$ cat config.mk
export PLATFORM = sky130hd
export DESIGN_NAME = pending_request_match_table
export DESIGN_NICKNAME = d
export VERILOG_FILES = /design/src/prmt_pkg.sv /design/src/pending_request_match_table.sv /design/src/prmt_free_stack.sv
export SDC_FILE = /design/constraint.sdc
export NUM_CORES = 1
export LEC_CHECK = 0
export BUFFER_PORTS_ARGS = -buffer_cell sky130_fd_sc_hd__buf_2
export CAP_MARGIN = 20
export CORE_MARGIN = 2
export CORE_UTILIZATION = 45
export CTS_CLUSTER_DIAMETER = 80
export DETAILED_ROUTE_END_ITERATION = 10
export GPL_ROUTABILITY_DRIVEN = 0
export REMOVE_ABC_BUFFERS = 1
export SLEW_MARGIN = 0
export SYNTH_ARGS = -nofsm -noshare
export SYNTH_HDL_FRONTEND = slang
export SYNTH_HIERARCHICAL = 1
export SYNTH_SLANG_ARGS = --single-unit
$ cat constraint.sdc
create_clock -name clk -period 11.75 [get_ports clk]
set_clock_uncertainty 0.2 [all_clocks]
set_input_delay 0.5875 -clock clk [delete_from_list [all_inputs] [get_ports clk]]
set_output_delay 0.5875 -clock clk [all_outputs]
set_load 0.05 [all_outputs]
$ cat src/prmt_pkg.sv
// ----------------------------------------------------------------------------
// prmt_pkg
// Shared widths, status codes and free stack control for the pending request
// match table.
// ----------------------------------------------------------------------------
package prmt_pkg;

  localparam int TABLE_DEPTH = 16;
  localparam int SLOT_W      = $clog2(TABLE_DEPTH);
  localparam int CNT_W       = SLOT_W + 1;
  localparam int BLOCK_W     = 31;
  localparam int DATA_W      = 32;
  localparam int STATUS_W    = 2;
  localparam int LIMIT_W     = 5;

  localparam logic [LIMIT_W-1:0] LIMIT_RESET = LIMIT_W'(TABLE_DEPTH);

  localparam logic [STATUS_W-1:0] STATUS_REQ_ACCEPTED = 2'd0;
  localparam logic [STATUS_W-1:0] STATUS_REQ_REFUSED  = 2'd1;
  localparam logic [STATUS_W-1:0] STATUS_CPL_MATCHED  = 2'd2;
  localparam logic [STATUS_W-1:0] STATUS_CPL_NO_MATCH = 2'd3;

  localparam logic MODE_REQUEST    = 1'b0;
  localparam logic MODE_COMPLETION = 1'b1;

  typedef struct packed {
    logic              pop;
    logic              push;
    logic [SLOT_W-1:0] push_slot;
  } stack_cmd_t;

  typedef struct packed {
    logic              empty;
    logic [SLOT_W-1:0] top_slot;
  } stack_stat_t;

endpackage

$ cat src/pending_request_match_table.sv
// ----------------------------------------------------------------------------
// pending_request_match_table
// Outstanding block-read request table. A request takes a free slot; a
// completion scans the table one entry a cycle for the oldest matching block.
// Request: ST_ALLOC registers done; next start accepted in the done cycle.
// Completion: ST_SCAN makes one compare per entry, then ST_RETIRE registers done.
// Results are strobed on done for one cycle; the receiver cannot stall.
// Synchronous reset empties the table and sets the limit to the table depth.
// ----------------------------------------------------------------------------
module pending_request_match_table
  import prmt_pkg::*;
(
  input  logic                clk,
  input  logic                rst,
  input  logic                start,
  output logic                busy,
  input  logic                mode,
  input  logic [BLOCK_W-1:0]  block_number,
  input  logic [DATA_W-1:0]   data_value,
  input  logic                cfg_we,
  input  logic [LIMIT_W-1:0]  cfg_wdata,
  output logic                done,
  output logic [STATUS_W-1:0] status,
  output logic [SLOT_W-1:0]   slot_tag,
  output logic [DATA_W-1:0]   read_value,
  output logic [CNT_W-1:0]    pending_total
);

  typedef enum logic [1:0] {
    ST_IDLE,
    ST_ALLOC,
    ST_SCAN,
    ST_RETIRE
  } state_t;

  state_t             state;
  logic [LIMIT_W-1:0] request_limit;
  logic [LIMIT_W-1:0] eff_limit;
  logic [BLOCK_W-1:0] blk;
  logic [DATA_W-1:0]  value;
  logic [CNT_W-1:0]   pending_count;
  logic [SLOT_W-1:0]  idx;
  logic [SLOT_W-1:0]  best;
  logic               found;
  logic               hit;
  logic               refuse;

  logic [TABLE_DEPTH-1:0] entry_valid;
  logic [BLOCK_W-1:0]     entry_block [TABLE_DEPTH];
  logic [TABLE_DEPTH-1:0] entry_older_than [TABLE_DEPTH];

  stack_cmd_t  stack_cmd;
  stack_stat_t stack_stat;

  prmt_free_stack u_free_stack (
    .clk  (clk),
    .rst  (rst),
    .cmd  (stack_cmd),
    .stat (stack_stat)
  );

  assign busy      = (state != ST_IDLE);
  assign eff_limit = (request_limit > LIMIT_W'(TABLE_DEPTH)) ? LIMIT_W'(TABLE_DEPTH)
                                                             : request_limit;
  assign refuse    = (CNT_W'(pending_count) >= CNT_W'(eff_limit)) || stack_stat.empty;
  assign hit       = entry_valid[idx] && (entry_block[idx] == blk);

  always_comb begin
    stack_cmd.pop       = (state == ST_ALLOC) && !refuse;
    stack_cmd.push      = (state == ST_RETIRE) && found;
    stack_cmd.push_slot = best;
  end

  always_ff @(posedge clk) begin
    if (rst) begin
      state            <= ST_IDLE;
      request_limit    <= LIMIT_RESET;
      pending_count    <= '0;
      entry_valid      <= '0;
      for (int r = 0; r < TABLE_DEPTH; r++) begin
        entry_older_than[r] <= '0;
      end
      idx              <= '0;
      best             <= '0;
      found            <= 1'b0;
      done             <= 1'b0;
      status           <= STATUS_REQ_ACCEPTED;
      slot_tag         <= '0;
      read_value       <= '0;
      pending_total    <= '0;
    end else begin
      done <= 1'b0;
      if (cfg_we) begin
        request_limit <= cfg_wdata;
      end
      unique case (state)
        ST_IDLE: begin
          if (start) begin
            blk   <= block_number;
            value <= data_value;
            idx   <= '0;
            found <= 1'b0;
            best  <= '0;
            state <= (mode == MODE_COMPLETION) ? ST_SCAN : ST_ALLOC;
          end
        end
        ST_ALLOC: begin
          done       <= 1'b1;
          read_value <= '0;
          state      <= ST_IDLE;
          if (refuse) begin
            status        <= STATUS_REQ_REFUSED;
            slot_tag      <= '0;
            pending_total <= pending_count;
          end else begin
            for (int j = 0; j < TABLE_DEPTH; j++) begin
              entry_older_than[stack_stat.top_slot][j] <=
                (SLOT_W'(j) != stack_stat.top_slot) && entry_valid[j];
            end
            for (int j = 0; j < TABLE_DEPTH; j++) begin
              if (SLOT_W'(j) != stack_stat.top_slot) begin
                entry_older_than[j][stack_stat.top_slot] <= 1'b0;
              end
            end
            entry_valid[stack_stat.top_slot] <= 1'b1;
            entry_block[stack_stat.top_slot] <= blk;
            pending_count                    <= pending_count + CNT_W'(1);
            status                           <= STATUS_REQ_ACCEPTED;
            slot_tag                         <= stack_stat.top_slot;
            pending_total                    <= pending_count + CNT_W'(1);
          end
        end
        ST_SCAN: begin
          if (hit && (!found || entry_older_than[best][idx])) begin
            best  <= idx;
            found <= 1'b1;
          end
          if (idx == SLOT_W'(TABLE_DEPTH - 1)) begin
            state <= ST_RETIRE;
          end
          idx <= idx + SLOT_W'(1);
        end
        ST_RETIRE: begin
          done  <= 1'b1;
          state <= ST_IDLE;
          if (found) begin
            entry_valid[best] <= 1'b0;
            status            <= STATUS_CPL_MATCHED;
            slot_tag          <= best;
            read_value        <= value;
            if (pending_count != '0) begin
              pending_count <= pending_count - CNT_W'(1);
              pending_total <= pending_count - CNT_W'(1);
            end else begin
              pending_total <= pending_count;
            end
          end else begin
            status        <= STATUS_CPL_NO_MATCH;
            slot_tag      <= '0;
            read_value    <= '0;
            pending_total <= pending_count;
          end
        end
        default: state <= ST_IDLE;
      endcase
    end
  end

endmodule

$ cat src/prmt_free_stack.sv
// ----------------------------------------------------------------------------
// prmt_free_stack
// LIFO of free slot tags; pops yield ascending slots after reset.
// ----------------------------------------------------------------------------
module prmt_free_stack
  import prmt_pkg::*;
(
  input  logic        clk,
  input  logic        rst,
  input  stack_cmd_t  cmd,
  output stack_stat_t stat
);

  logic [SLOT_W-1:0] stack [TABLE_DEPTH];
  logic [CNT_W-1:0]  top;
  logic [CNT_W-1:0]  top_less;

  assign top_less      = top - CNT_W'(1);
  assign stat.empty    = (top == '0);
  assign stat.top_slot = stack[top_less[SLOT_W-1:0]];

  always_ff @(posedge clk) begin
    if (rst) begin
      for (int k = 0; k < TABLE_DEPTH; k++) begin
        stack[k] <= SLOT_W'(TABLE_DEPTH - 1 - k);
      end
      top <= CNT_W'(TABLE_DEPTH);
    end else if (cmd.pop && !stat.empty) begin
      top <= top_less;
    end else if (cmd.push && (top < CNT_W'(TABLE_DEPTH))) begin
      stack[top[SLOT_W-1:0]] <= cmd.push_slot;
      top                    <= top + CNT_W'(1);
    end
  end

endmodule

==> results of run 1 <==
-- worst max-delay path: stages (launching register included) --
cell	delay, ps
dfxtp_1	910
inv_1	310
ha_1	380
xor2_2	520
buf_8	240
mux2i_1	90
a221o_1	340
o22ai_1	150
buf_4	240
nand2b_1	210
nor2_1	80
nand2_1	660
inv_2	630
nor2_2	960
nand2_1	150
-- routing by layer --
layer / vias up / GRT usage [%] / share of wire, %
met5: - / 0 / 0
li1: 10600 / - / -
met2: 948 / 36.9 / 50
met4: 0 / 7.98 / 3.1
met1: 12300 / 28.7 / 40
met3: 219 / 3.33 / 6.7
-- cells by family (layout without fill, tap and decap cells) --
group	after synthesis	after routing	synth area share (%)
muxes	306	306	13.0
and+or+nand+nor	888	888	9.39
adders and majority gates	15	15	0.477
xor gates and xnor gates	46	46	0.985
other	1	16	0.00917
AOI/OAI and AO/OA	239	239	4.39
buffers and inverters	262	511	2.82
DFF	968	968	68.9
-- through the flow --
step	cells	setup slack, ps	util, %	cell area [sq um]
after global placement	3901	4880	47.3	42600
final	4165	5360	52.0	46800
after CTS	4163	4540	52.0	46800
after global routing	4165	4860	52.0	46800
after floorplan	2551	5240	-	40100
after detailed placement	3902	4580	47.4	42600
-- Yosys cell counts, types with 6 or more instances --
cell,count
edfxtp_1,879
nand2_1,356
nor2_1,334
mux4_2,179
mux2i_1,121
clkbuf_1,116
dfxtp_1,89
inv_1,70
a21oi_1,40
a22o_1,35
xnor2_1,35
nor3_1,30
buf_2,28
a211oi_1,27
and2_1,27
nand2b_1,27
a22oi_1,26
or2_2,23
nand3_1,20
buf_1,19
buf_4,19
o22ai_1,17
nor2b_1,15
ha_1,14
o21ai_0,11
or3_1,11
xor2_1,11
a221oi_1,9
nor3b_1,8
a31oi_1,7
a221o_1,6
and3_1,6
buf_6,6
nand3b_1,6
-- power groups by stage --
stage          registers (mW)  logic (mW)  clock network [mW]
6_report                 3.86       0.357                3.31
3_5_place_dp             3.93       0.334                   0
5_1_grt                  3.87       0.387                3.51
4_1_cts                  3.86       0.354                3.38
3_3_place_gp             3.93       0.325                   0
2_1_floorplan            3.92       0.213                   0
-- path summary, 6_finish.rpt --
kind | start | end | slack (ps) | cells past startpoint
hold / removal | cfg_we | request_limit[4]$_SDFFE_PP1P_ | 40 | 2
hold reg to reg | value[18]$_DFFE_PP_ | read_value[18]$_SDFFE_PP0P_ | 250 | 1
setup / recovery | u_free_stack/top[0]$_SDFFE_PP0P_ | entry_older_than[11][3]$_SDFFCE_PN0P_ | 5360 | 14
setup reg to reg | u_free_stack/top[0]$_SDFFE_PP0P_ | entry_older_than[11][3]$_SDFFCE_PN0P_ | 5360 | 14
-- sequential cells by signal, summed over array words and instances, names as in the netlist, named ones only --
signal and cells:
best 4, blk 31, done 1, entry_block 496
entry_older_than 256, entry_valid 16, found 1, idx 4
pending_count 5, read_value 32, request_limit 5, slot_tag 4
state 2, status 2, u_free_stack/stack 64, u_free_stack/top 5
value 32
-- cells in the final DEF, fill, tap and decap left out, types with 7 or more instances in the layout --
master / synthesis / routed
a211oi_1: 27 / 27
a21oi_1: 40 / 40
a221oi_1: 9 / 9
a22o_1: 35 / 35
a22oi_1: 26 / 26
a31oi_1: 7 / 7
and2_1: 27 / 27
buf_2: 28 / 117
buf_4: 19 / 58
bufinv_16: 0 / 10
clkbuf_1: 116 / 24
clkbuf_16: 0 / 110
clkinv_1: 3 / 17
clkinv_2: 0 / 16
conb_1: 1 / 16
dfxtp_1: 89 / 83
dlygate4sd3_1: 0 / 69
edfxtp_1: 879 / 879
ha_1: 14 / 14
inv_1: 70 / 54
inv_2: 0 / 16
mux2i_1: 121 / 121
mux4_2: 179 / 179
nand2_1: 356 / 356
nand2b_1: 27 / 27
nand3_1: 20 / 20
nor2_1: 334 / 327
nor2_2: 1 / 7
nor2b_1: 15 / 15
nor3_1: 30 / 30
nor3b_1: 8 / 8
o21ai_0: 11 / 11
o22ai_1: 17 / 17
or2_2: 23 / 23
or3_1: 11 / 11
xnor2_1: 35 / 35
xor2_1: 11 / 10
-- final cells by class --
type | count | area (sq um)
multi-input cells | 1510 | 11600
repair buffers | 246 | 1750
clock buffers | 139 | 2910
fillers | 7437 | 43200
inverters | 73 | 274
well taps | 1176 | 1470
clock inverters | 53 | 576
flip-flops and latches | 968 | 28200
-- what timing repair did --
| item | CTS | global route |
|---|---|---|
| endpoints found under the hold margin | 69 | 0 |
| hold buffers | 69 | 0 |
| setup buffers | 0 | 0 |
==> results.cfg, run 1 <==
[pwr]
seq_power_share_pct = 51.3
p_int_mw = 5.91
power.density_nw_per_um2 = 161
p_sw_share_pct = 21.5
combPwrFrac_pct = 4.7
p_switching_mw = 1.62
leakagePower_nw = 15.9
p_total_mw = 7.53
vdd_drop_max_v = 0.000102
pwr-share-clk_pct = 44.0

[clocking]
cts_tree = yes
cts_resized = 0
clk_path_buf_depth = 3
cts_htree_levels = 3
cts_buffers = 106
clock_sinks = 968
clk_latency_ps = 690
cts.clk_slew.worst_paths_ps = 60
cts_root_buf = clkbuf_16

[floorplanning]
rows = 110
io_pins = 118
core-area_sq_um = 90000
die_x_microns = 305
fp.dieH_microns = 305
die_area_sq_um = 93300
start_util_pct = 45.4

[timing]
min_period_ps = 6390
slew_headroom_pct = 28.8
rsz0062_at_grt = false
finalCritPeriodShare_pct = 54.4
hold_viol_final = 0
fin_hold_ws_ps = 44.0
finalMaxSlewViolations = 0
fmax_ghz = 0.156
worstMarginPinSlew_ps = 1070
finalSetupViolCount = 0
fin_setup_tns_ps = 0

[placement]
port_buffers = 117
dp_hpwl_mm = 60.0

[final_layout]
area_growth_pct = 14.5
drive_gt1_share_pct = 19.4
antenna_cells = 0
nNetsFinal = 2993

[critical_path]
arrival_ps = 6580
start_kind = register
crit_fanout = 32
path_class = register to register
cp_data_required_time_ps = 11940
critPathCaptureType = register

[synthesis]
ys_seq_area_share_pct = 68.9
synth_area_leaders = edfxtp_1 (65%), mux4_2 (9.9%), dfxtp_1 (4.4%), nand2_1 (3.3%), nor2_1 (3.1%)
ys_ff_latch = 968
avgSynthCellArea_sq_um = 15.0
synth_area_sq_um = 40900
synth_top_cell_by_area = edfxtp_1
synth_edf_count = 879
synth_cell_type_count = 81
ys_async_sr_fraction_pct = 0
ys.flop_type = edfxtp_1
synth_warnings = 6
synth_top_area_share_pct = 64.6
syn-instance-count = 2725

[routing]
num_vias = 24000
route.detailed.drc = 0
viasPerCell = 5.77
drtPass1Iterations = 8
wirelength_mm = 101
drtIter0Drc = 2355
wire_per_inst_microns = 24.4
ant_nets = 0

[status]
outcome = finished, final reports clean

[global_routing]
grt_overflow = 0
antenna_found_initial = 0
grt_max_degree = 56
first_global_vias = 24600
grt_pass1_wl_mm = 153
grt_util_all_layers_pct = 21.8

[worst_hold_path]
hold_path_class = input port to register

[job]
drv_cap = 0
Power figures use the tool's default switching activity.
==> inputs of run 2 (changes only) <==
==> constraint.sdc (replaced) <==
create_clock -name clk -period 6.2 [get_ports clk]
set_clock_uncertainty 0.2 [all_clocks]
set_input_delay 0.31 -clock clk [delete_from_list [all_inputs] [get_ports clk]]
set_output_delay 0.31 -clock clk [all_outputs]
set_load 0.05 [all_outputs]
==> run 2 against run 1 <==
  * Critical path type unchanged
  * Clock power grew 86%
  * Total power up 88%
  * Via count up 1.6%
  * Clock-buffer cell count fell by 13
  * Sequential share of layout area decreased by 0.24 points
==> results.cfg, run 2 (synthesized netlist as in run 1, its figures left out) <==
[status]
outcome = finished, final reports clean

[clocking]
post_cts_buffers = 0
clk_latency_ps = 680
cts_resized = 0
cts.clk_slew.worst_paths_ps = 60
cts_buffers = 102
cts_htree_levels = 3
clk_path_buf_depth = 3
cts_root_buf = clkbuf_16
postCtsHoldBufs = 77
clock_sinks = 968
cts_tree = yes

[routing]
wirelength_mm = 105
drtPass1Iterations = 8
num_vias = 24400
drtIter0Drc = 2459
route.detailed.drc = 0
ant_nets = 0
wire_per_inst_microns = 25.0
viasPerCell = 5.82

[timing]
fin_hold_ws_ps = 70.0
fin_setup_tns_ps = 0
worstMarginPinSlew_ps = 1080
finalMaxSlewViolations = 0
finalSetupViolCount = 0
finalCritPeriodShare_pct = 72.5
slew_headroom_pct = 28.2
fmax_ghz = 0.222
min_period_ps = 4500
hold_viol_final = 0
rsz0062_at_grt = false

[final_layout]
antenna_cells = 0
layout_common_cells = edfxtp_1 (879), nand2_1 (356), nor2_1 (328)
drive_gt1_share_pct = 19.7
regMostFlops = entry_block
biggestRegsByFlops = entry_block x496, entry_older_than x256, u_free_stack/stack x64
largest_reg_flops = 496
final_core_util_pct = 52.2
nNetsFinal = 3021
stdcell_area_sq_um = 47000
layout_commonest_cell = edfxtp_1
area_growth_pct = 15.0

[critical_path]
critPathCaptureType = register
rr_startpoint = u_free_stack/top[0]$_SDFFE_PP0P_
max_stage_delay_ps = 710
crit_chain = buf_4, inv_1, ha_1, or4b_4, inv_1, nor2_1, o2111ai_1, clkinv_1, nor3b_2, nand3b_1, nor2_1, or2_2
reg2reg_depth = 12
cp_data_required_time_ps = 6370
rrSetupSlack_ps = 1700
crit_fanout = 26
cp_slowest_cell = clkinv_1
arrival_ps = 4670
start_kind = register
path_class = register to register
r2r_end = u_free_stack/stack[4][3]$_SDFFCE_PN1P_

[pwr]
power.density_nw_per_um2 = 302
vdd_drop_max_v = 0.000242
leakagePower_nw = 16.0

[floorplanning]
start_util_pct = 45.4
die_x_microns = 305
fp.dieH_microns = 305
io_pins = 118
rows = 110
core-area_sq_um = 90000
die_area_sq_um = 93300

[placement]
dp_hpwl_mm = 62.6
postPlaceCellArea_sq_um = 42900
port_buffers = 117

[global_routing]
grt_max_degree = 46
antenna_found_initial = 1
grt_pass1_wl_mm = 157
grt_overflow = 0
first_global_vias = 25100
grt_util_all_layers_pct = 22.5

[worst_hold_path]
hold_path_class = input port to register
hold_path_end = pending_count[4]$_SDFFE_PP0P_
hold_path_depth = 2
min_from = rst

[job]
drv_cap = 0
run 2: cell type report:
type / count / area, sq um
Inverter: 73 / 274
Clock inverter: 63 / 664
Timing Repair Buffer: 278 / 2050
Sequential cell: 968 / 28200
Fill cell: 7439 / 43000
Tap cell: 1176 / 1470
Clock buffer: 126 / 2720
Multi-Input combinational cell: 1510 / 11600
run 2: how the worst max path moves through the flow:
stage,depth (start not counted),endpoint,from,slack (ps)
2_1_floorplan,12,entry_older_than[1][2]$_SDFFCE_PN0P_,u_free_stack/top[0]$_SDFFE_PP0P_,-310
5_1_grt,12,u_free_stack/stack[4][3]$_SDFFCE_PN1P_,u_free_stack/top[0]$_SDFFE_PP0P_,1260
3_5_place_dp,15,entry_older_than[6][7]$_SDFFCE_PN0P_,u_free_stack/top[0]$_SDFFE_PP0P_,1800
4_1_cts,15,entry_older_than[6][7]$_SDFFCE_PN0P_,u_free_stack/top[0]$_SDFFE_PP0P_,1740
6_report,12,u_free_stack/stack[4][3]$_SDFFCE_PN1P_,u_free_stack/top[0]$_SDFFE_PP0P_,1700
3_3_place_gp,15,entry_older_than[2][4]$_SDFFCE_PN0P_,u_free_stack/top[0]$_SDFFE_PP0P_,1840
run 2: layer usage:
metal | track usage [%] | vias up | share of wire [%]
met5 | 0 | - | 0
met4 | 8.12 | 0 | 3.5
met3 | 3.38 | 234 | 6.5
met2 | 37.7 | 977 | 50
met1 | 30.0 | 12600 | 40
li1 | - | 10600 | -
run 2: per-stage QoR:
step	power, mW	instances	worst slack (ps)
after floorplan	7.84	2551	-314
after global placement	8.08	3927	1840
after detailed placement	8.10	3928	1800
after CTS	14.3	4194	1740
after global routing	14.6	4194	1260
final	14.2	4194	1700
run 2: where the power goes:
part / leakage [nW] / internal (mW) / switching [mW] / total, mW
clock: 1.64 / 3.62 / 2.55 / 6.17
combinational: 5.48 / 0.272 / 0.427 / 0.699
sequential: 8.92 / 7.22 / 0.0905 / 7.31
run 2: worst max-delay path: cells and delay by family (launching register included):
family / cells / cell delay [ps]
simple gates: 6 / 2020
buf+inv: 4 / 1210
flops: 1 / 290
fa+ha+maj: 1 / 280
compound gates: 1 / 180
